$ cat src/hw/rtl/cle_pkg.sv
// shared types and constants for the connection list expander
`default_nettype none
package cle_pkg;

  localparam int NODE_CAP  = 64;
  localparam int CNT_W     = 7;
  localparam int WORD_W    = 32;
  localparam int VAL_W     = 15;
  localparam int NODE_W    = 8;
  localparam int SEL_W     = 6;
  localparam int CFG_IDX_W = 2;
  localparam int CFG_W     = 7;
  localparam int SLOT_W    = 3;

  localparam logic [CFG_IDX_W-1:0] CFG_WIDE_MODE   = 2'd0;
  localparam logic [CFG_IDX_W-1:0] CFG_ENTRY_COUNT = 2'd1;
  localparam logic [CFG_IDX_W-1:0] CFG_NODE_LIMIT  = 2'd2;

  localparam logic [CNT_W-1:0] LIMIT_MAX = CNT_W'(NODE_CAP);

  typedef enum logic [1:0] {
    ST_IDLE,
    ST_SLOT,
    ST_EMIT,
    ST_FLUSH
  } state_t;

  typedef struct packed {
    logic load;
    logic start_run;
    logic skip_entry;
    logic emit_node;
    logic finish_entry;
    logic flush;
  } cmd_t;

  typedef struct packed {
    logic slot_ok;
    logic emit_ok;
    logic run_end;
    logic pend_valid;
    logic out_free;
  } status_t;

endpackage
`default_nettype wire

$ cat src/hw/rtl/cle_ctrl.sv
// controller state machine for the connection list expander
`default_nettype none
module cle_ctrl (
  input  wire logic            clk,
  input  wire logic            rst,
  input  wire logic            s_tvalid,
  output logic                 s_tready,
  input  wire cle_pkg::status_t status,
  output cle_pkg::cmd_t        cmd
);
  import cle_pkg::*;

  state_t state;
  state_t state_next;

  always_ff @(posedge clk) begin
    if (rst) begin
      state <= ST_IDLE;
    end else begin
      state <= state_next;
    end
  end

  always_comb begin
    state_next = state;
    unique case (state)
      ST_IDLE: begin
        if (s_tvalid) state_next = ST_SLOT;
      end
      ST_SLOT: begin
        if (!status.slot_ok) state_next = ST_FLUSH;
        else if (status.emit_ok) state_next = ST_EMIT;
      end
      ST_EMIT: begin
        if ((!status.pend_valid || status.out_free) && status.run_end) state_next = ST_SLOT;
      end
      ST_FLUSH: begin
        if (!status.pend_valid || status.out_free) state_next = ST_IDLE;
      end
      default: state_next = ST_IDLE;
    endcase
  end

  always_comb begin
    cmd      = '0;
    s_tready = 1'b0;
    unique case (state)
      ST_IDLE: begin
        s_tready = 1'b1;
        cmd.load = s_tvalid;
      end
      ST_SLOT: begin
        if (status.slot_ok) begin
          cmd.start_run  = status.emit_ok;
          cmd.skip_entry = !status.emit_ok;
        end
      end
      ST_EMIT: begin
        if (!status.pend_valid || status.out_free) begin
          cmd.emit_node    = 1'b1;
          cmd.finish_entry = status.run_end;
        end
      end
      ST_FLUSH: begin
        cmd.flush = status.pend_valid && status.out_free;
      end
      default: begin
        cmd = '0;
      end
    endcase
  end

endmodule
`default_nettype wire

$ cat src/hw/rtl/cle_datapath.sv
// decode, range expansion and output registers of the connection list expander
`default_nettype none
module cle_datapath (
  input  wire logic                               clk,
  input  wire logic                               rst,
  input  wire logic                               cfg_we,
  input  wire logic [cle_pkg::CFG_IDX_W-1:0]      cfg_index,
  input  wire logic [cle_pkg::CFG_W-1:0]          cfg_data,
  input  wire logic [cle_pkg::WORD_W-1:0]         in_word,
  input  wire logic                               in_start,
  input  wire cle_pkg::cmd_t                      cmd,
  output cle_pkg::status_t                        status,
  input  wire logic                               out_ready,
  output logic                                    out_valid,
  output logic [cle_pkg::NODE_W-1:0]              out_node,
  output logic [cle_pkg::SEL_W-1:0]               out_sel,
  output logic                                    out_last,
  output logic                                    out_full
);
  import cle_pkg::*;

  logic               wide_mode;
  logic [CNT_W-1:0]   entry_count;
  logic [CNT_W-1:0]   node_limit;

  logic [WORD_W-1:0]  word;
  logic [SLOT_W-1:0]  slot;
  logic [VAL_W-1:0]   prev;
  logic [CNT_W-1:0]   ncount;
  logic [CNT_W-1:0]   rawidx;
  logic [VAL_W:0]     cur;

  logic               pend_valid;
  logic [NODE_W-1:0]  pend_node;
  logic [SEL_W-1:0]   pend_sel;
  logic               pend_full;

  logic [15:0]        entry;
  logic               is_range;
  logic [VAL_W-1:0]   value;
  logic [VAL_W:0]     first;
  logic [CNT_W-1:0]   limit;
  logic [CNT_W-1:0]   count_next;
  logic               full_next;
  logic               out_free;
  logic               out_load;

  always_ff @(posedge clk) begin
    if (rst) begin
      wide_mode   <= 1'b0;
      entry_count <= '0;
      node_limit  <= LIMIT_MAX;
    end else if (cfg_we) begin
      unique case (cfg_index)
        CFG_WIDE_MODE:   wide_mode   <= cfg_data[0];
        CFG_ENTRY_COUNT: entry_count <= cfg_data;
        CFG_NODE_LIMIT:  node_limit  <= cfg_data;
        default: ;
      endcase
    end
  end

  always_comb begin
    if (wide_mode) begin
      entry    = word[{slot[0], 4'b0000} +: 16];
      is_range = entry[15];
      value    = entry[14:0];
    end else begin
      entry    = {8'b0, word[{slot[1:0], 3'b000} +: 8]};
      is_range = entry[7];
      value    = {8'b0, entry[6:0]};
    end
    first      = is_range ? ({1'b0, prev} + 1'b1) : {1'b0, value};
    limit      = (node_limit > LIMIT_MAX) ? LIMIT_MAX : node_limit;
    count_next = ncount + 1'b1;
    full_next  = count_next >= limit;
    out_free   = !out_valid || out_ready;
    out_load   = (cmd.emit_node && pend_valid) || cmd.flush;

    status.slot_ok    = (wide_mode ? (slot < SLOT_W'(2)) : (slot < SLOT_W'(4)))
                        && (rawidx < entry_count);
    status.emit_ok    = (first <= {1'b0, value}) && (ncount < limit);
    status.run_end    = (cur == {1'b0, value}) || full_next;
    status.pend_valid = pend_valid;
    status.out_free   = out_free;
  end

  always_ff @(posedge clk) begin
    if (cmd.load) begin
      word <= in_word;
      slot <= '0;
    end else if (cmd.skip_entry || cmd.finish_entry) begin
      slot <= slot + 1'b1;
    end
    if (cmd.start_run) begin
      cur <= first;
    end else if (cmd.emit_node) begin
      cur <= cur + 1'b1;
    end
    if (cmd.emit_node) begin
      pend_node <= cur[NODE_W-1:0];
      pend_sel  <= ncount[SEL_W-1:0];
      pend_full <= full_next;
    end
    if (out_load) begin
      out_node <= pend_node;
      out_sel  <= pend_sel;
      out_full <= pend_full;
      out_last <= cmd.flush;
    end
  end

  always_ff @(posedge clk) begin
    if (rst) begin
      prev       <= '0;
      ncount     <= '0;
      rawidx     <= '0;
      pend_valid <= 1'b0;
      out_valid  <= 1'b0;
    end else begin
      if (cmd.load && in_start) begin
        prev   <= '0;
        ncount <= '0;
        rawidx <= '0;
      end else begin
        if (cmd.skip_entry || cmd.finish_entry) begin
          prev   <= value;
          rawidx <= rawidx + 1'b1;
        end
        if (cmd.emit_node) ncount <= count_next;
      end
      if (cmd.emit_node) pend_valid <= 1'b1;
      else if (cmd.flush) pend_valid <= 1'b0;
      if (out_load) out_valid <= 1'b1;
      else if (out_ready) out_valid <= 1'b0;
    end
  end

`ifndef SYNTHESIS
  a_load_needs_room: assert property (@(posedge clk) disable iff (rst)
    out_load |-> out_free) else $error("output register overwritten");
  a_count_bounded: assert property (@(posedge clk) disable iff (rst)
    ncount <= LIMIT_MAX) else $error("node count beyond maximum");
  a_flush_clears: assert property (@(posedge clk) disable iff (rst)
    cmd.flush |=> !pend_valid) else $error("pending node kept after flush");
  a_emit_below_limit: assert property (@(posedge clk) disable iff (rst)
    cmd.emit_node |-> (ncount < limit)) else $error("node emitted past limit");
`endif

endmodule
`default_nettype wire

$ cat src/hw/rtl/connection_list_expander_core.sv
// top level of the connection list expander
// a word is loaded in idle; then each entry is decoded, and a run yields one node per cycle unless the output stalls
// an entry that yields no node is skipped; end of word is detected, then the pending node, if any, is flushed
// a new word is accepted only after the previous word has been flushed
// the last node of a word is held in a pending stage until flush to mark it tlast
// synchronous active-high rst clears state and sets node_limit to 64
`default_nettype none
module connection_list_expander_core (
  input  wire logic                           clk,
  input  wire logic                           rst,
  input  wire logic                           s_tvalid,
  output logic                                s_tready,
  input  wire logic [31:0]                    s_tdata,   // packed_word
  input  wire logic                           s_tuser,   // list_start
  output logic                                m_tvalid,
  input  wire logic                           m_tready,
  output logic [15:0]                         m_tdata,   // node_id, select_index, zero pad
  output logic                                m_tlast,
  output logic                                m_tuser,   // list_full
  input  wire logic                           cfg_we,
  input  wire logic [cle_pkg::CFG_IDX_W-1:0]  cfg_index,
  input  wire logic [cle_pkg::CFG_W-1:0]      cfg_data
);
  import cle_pkg::*;

  cmd_t              cmd;
  status_t           status;
  logic [NODE_W-1:0] node;
  logic [SEL_W-1:0]  sel;

  cle_ctrl u_ctrl (
    .clk      (clk),
    .rst      (rst),
    .s_tvalid (s_tvalid),
    .s_tready (s_tready),
    .status   (status),
    .cmd      (cmd)
  );

  cle_datapath u_dp (
    .clk       (clk),
    .rst       (rst),
    .cfg_we    (cfg_we),
    .cfg_index (cfg_index),
    .cfg_data  (cfg_data),
    .in_word   (s_tdata),
    .in_start  (s_tuser),
    .cmd       (cmd),
    .status    (status),
    .out_ready (m_tready),
    .out_valid (m_tvalid),
    .out_node  (node),
    .out_sel   (sel),
    .out_last  (m_tlast),
    .out_full  (m_tuser)
  );

  assign m_tdata = {2'b00, sel, node};

endmodule
`default_nettype wire
$ cat config.mk
export PLATFORM = sky130hd
export DESIGN_NAME = connection_list_expander_core
export DESIGN_NICKNAME = d
export VERILOG_FILES = /design/src/hw/rtl/cle_pkg.sv /design/src/hw/rtl/cle_ctrl.sv /design/src/hw/rtl/cle_datapath.sv /design/src/hw/rtl/connection_list_expander_core.sv
export SDC_FILE = /design/constraint.sdc
export NUM_CORES = 1
export LEC_CHECK = 0
export ABC_CLOCK_PERIOD_IN_PS = 5170
export BUFFER_PORTS_ARGS = -buffer_cell sky130_fd_sc_hd__buf_2
export CAP_MARGIN = 20
export CORE_UTILIZATION = 35
export DETAILED_ROUTE_END_ITERATION = 8
export SKIP_LAST_GASP = 1
export SYNTH_ARGS = -nofsm -noshare
export SYNTH_HDL_FRONTEND = slang
export SYNTH_SLANG_ARGS = --single-unit
$ cat constraint.sdc
create_clock -name clk -period 5.17 [get_ports clk]
set_clock_uncertainty 0.1 [all_clocks]
set_input_delay 1.034 -clock clk [delete_from_list [all_inputs] [get_ports clk]]
set_output_delay 1.034 -clock clk [all_outputs]
set_load 0.005 [all_outputs]
==> flow_summary.json <==
{
  "ys_ff_latch": 130,
  "end_kind": "flop",
  "grt_pass1_wl_um": 25800,
  "clk_latency_ps": 420,
  "cts_made_buffers": 17,
  "die_w_um": 145,
  "yosys-top-cells-count": "edfxtp_1 (79), dfxtp_1 (51), a21oi_1 (46), nor2_1 (46), nand2_1 (43)",
  "grt_use_total_pct": 15.6,
  "fin_nets": 819,
  "min_from": "u_dp.pend_sel[1]",
  "cts_tree": "yes",
  "rsz0062_at_grt": "false",
  "cp.arrival_ps": 4630,
  "final.setup.tns_ps": 0,
  "initial_core_util_pct": 36.3,
  "portBuffers": 64,
  "layout-drive-gt1-share_pct": 18.3,
  "cts_hold_buf": 0,
  "cap_viol_max_count": 0,
  "synth.distinct_cells": 61,
  "fmax_mhz": 213,
  "yosysWarnings": 0,
  "htreeDepth": 4,
  "syn_area_per_cell_um2": 10.6,
  "hold_end": "u_dp.out_sel[1]",
  "routed_wl_um": 15900,
  "area_delta_synth_final_pct": 15.0,
  "fill_cells": 1857,
  "grt_overflow": 0,
  "cts_resized": 0,
  "ff2ff_path_depth": 13,
  "design.core.area_mm2": 0.0197,
  "path_max_fanout": 26,
  "antenna_found_initial": 0,
  "period_share_pct": 90.6,
  "rr_startpoint": "u_dp.wide_mode",
  "async_flop_share_pct": 0,
  "drcViolationCount": 0,
  "detail_route.iter0.violations": 431,
  "powerDensity_mw_per_mm2": 337,
  "synth_area_leaders": "edfxtp_1 (33%), dfxtp_1 (14%), ha_1 (7.0%)",
  "die_h_um": 145,
  "tightest_slew_ps": 1030,
  "netlist_area_mm2": 0.00715,
  "netlist_instances": 677,
  "grt_pass1_vias": 4864,
  "synth_top_area_share_pct": 33.2,
  "peakVddDrop_uv": 246,
  "io_pins": 67,
  "p_leak_nw": 3.11,
  "antenna_cells": 0,
  "post_drt_wl_per_cell_um": 15.8,
  "yosysTopAreaCell": "edfxtp_1",
  "hold_viol": 0,
  "gp_congestion": 0.926,
  "antenna_left": 0,
  "grt_max_degree": 39,
  "path_class": "flop to flop",
  "yosysMostFrequentCell": "edfxtp_1",
  "synth_edf_count": 79,
  "die_area_mm2": 0.0210,
  "setup_viol": 0,
  "avgViaCountPerCell": 5.16,
  "placed_area_mm2": 0.00766,
  "worstSetupStartpointType": "flop",
  "path_clk_slew_ps": 60,
  "status": "completed",
  "clock-sinks": 130,
  "slew_violations": 0,
  "fin_crit_ps": 4690,
  "rows": 51,
  "r2r_end": "u_dp.cur[15]",
  "synth-main-ff-cell": "edfxtp_1",
  "ctsLongestPathBuffers": 2,
  "max_slew_margin_pct": 31.1,
  "worst_ep_required_time_ps": 5110,
  "clock_tree.root_cell": "clkbuf_16",
  "hpwl_um": 11800,
  "ys_seq_area_share_pct": 47.5,
  "hold_path_depth": 0,
  "rrSetupSlack_ps": 480,
  "postCtsSetupRepairBufs": 0,
  "vias": 5215,
  "design_area_mm2": 0.00822,
  "hold_class": "flop to flop",
  "dr.pass1.iters": 5
}
[metal layers]
metal | routed length (µm) | vias up | global-route usage (%)
li1 | - | 2628 | -
met1 | 7790 | 2436 | 21.6
met2 | 7130 | 131 | 23.5
met3 | 703 | 20 | 3.46
met4 | 306 | 0 | 5.85
met5 | 0 | - | 0
[sequential cells by signal, summed over array words and instances, names as in the netlist, 3 cells and up]
| register | cells |
|---|---|
| u_dp.out_node | 8 |
| u_dp.node_limit | 7 |
| u_dp.word | 32 |
| u_dp.cur | 16 |
| u_dp.entry_count | 7 |
| u_dp.pend_sel | 6 |
| u_dp.slot | 3 |
| u_dp.pend_node | 8 |
| u_dp.prev | 15 |
| u_dp.out_sel | 6 |
| u_dp.rawidx | 7 |
| u_dp.ncount | 7 |
[through the flow]
stage / utilization [%] / instances / setup slack, ps / power [W] / hold WS [ps]
after floorplan: - / 678 / 624 / 0.00158 / 300
after global placement: 38.9 / 977 / 544 / 0.00171 / 302
after detailed placement: 38.9 / 977 / 534 / 0.00171 / 305
after CTS: 41.6 / 1009 / 511 / 0.00280 / 318
after global routing: 41.7 / 1010 / 180 / 0.00290 / 325
final: 41.7 / 1010 / 484 / 0.00278 / 315
[cells in the final DEF (no fill, tap or decap), drive strengths merged, types with 8 or more instances in the layout]
| master | synthesis | layout |
|---|---|---|
| nand3 | 27 | 27 |
| nand2b | 15 | 15 |
| xnor2 | 25 | 25 |
| a31oi | 9 | 9 |
| and3 | 8 | 8 |
| nand4 | 19 | 19 |
| a31o | 10 | 10 |
| nor2 | 48 | 48 |
| o221ai | 8 | 8 |
| mux2 | 10 | 10 |
| ha | 40 | 40 |
| edfxtp | 79 | 79 |
| xor2 | 22 | 22 |
| clkbuf | 20 | 18 |
| o21ai | 19 | 19 |
| a21oi | 54 | 54 |
| dfxtp | 51 | 51 |
| o31ai | 9 | 9 |
| mux2i | 39 | 39 |
| nand2 | 44 | 44 |
| buf | 20 | 75 |
| nor3 | 9 | 9 |
| inv | 17 | 22 |
[power by group]
part / internal (W) / total (W) / switching [W]
registers: 0.00119 / 0.00126 / 0.0000639
clock network: 0.000617 / 0.00108 / 0.000464
logic: 0.000181 / 0.000437 / 0.000256
total: 0.00199 / 0.00278 / 0.000784
[critical path, cell delays in order, from the launching register on]
cell	delay, ps
dfxtp_1	910
nand2b_4	390
mux2i_1	140
o21ai_0	500
inv_1	140
a21oi_1	250
ha_1	280
nor2b_1	130
o21ai_0	150
a21boi_0	120
o31ai_1	210
o311a_1	280
o2111ai_2	150
nand2_1	560
[how the worst max path moves through the flow]
stage / from / to / depth (start not counted) / slack (ps)
detailed placement: u_dp.wide_mode / u_dp.cur[10] / 13 / 530
CTS: u_dp.wide_mode / u_dp.cur[15] / 13 / 510
finish: u_dp.wide_mode / u_dp.cur[15] / 13 / 480
global placement: u_dp.wide_mode / u_dp.cur[15] / 13 / 540
global route: u_dp.wide_mode / u_dp.cur[15] / 13 / 180
floorplan: u_dp.slot[0] / u_dp.cur[0] / 15 / 620
[area by class of cell]
cell class                      count  area, µm²  area share [%]
Timing Repair Buffer               75        423            5.14
Clock buffer                       18        429            5.22
Tap cell                          265        332            4.03
Multi-Input combinational cell    490       3470            42.2
Sequential cell                   130       3390            41.3
Inverter                           18       67.6           0.822
Clock inverter                     14        105            1.28
[cells by family (layout without fill, tap and decap cells)]
| family | after synthesis | after routing | synth area share (%) |
|---|---|---|---|
| AND/OR/NAND/NOR | 206 | 206 | 14.7 |
| AO/OA/AOI/OAI | 146 | 146 | 13.7 |
| flip-flops | 130 | 130 | 47.5 |
| buffers and inverters | 58 | 125 | 4.08 |
| multiplexers | 49 | 49 | 7.26 |
| XOR/XNOR | 47 | 47 | 5.76 |
| adder cells (fa/ha/maj) | 40 | 40 | 7.00 |
| other | 1 | 2 | 0.0525 |
Note: power is estimated with default switching activity, not from simulation.
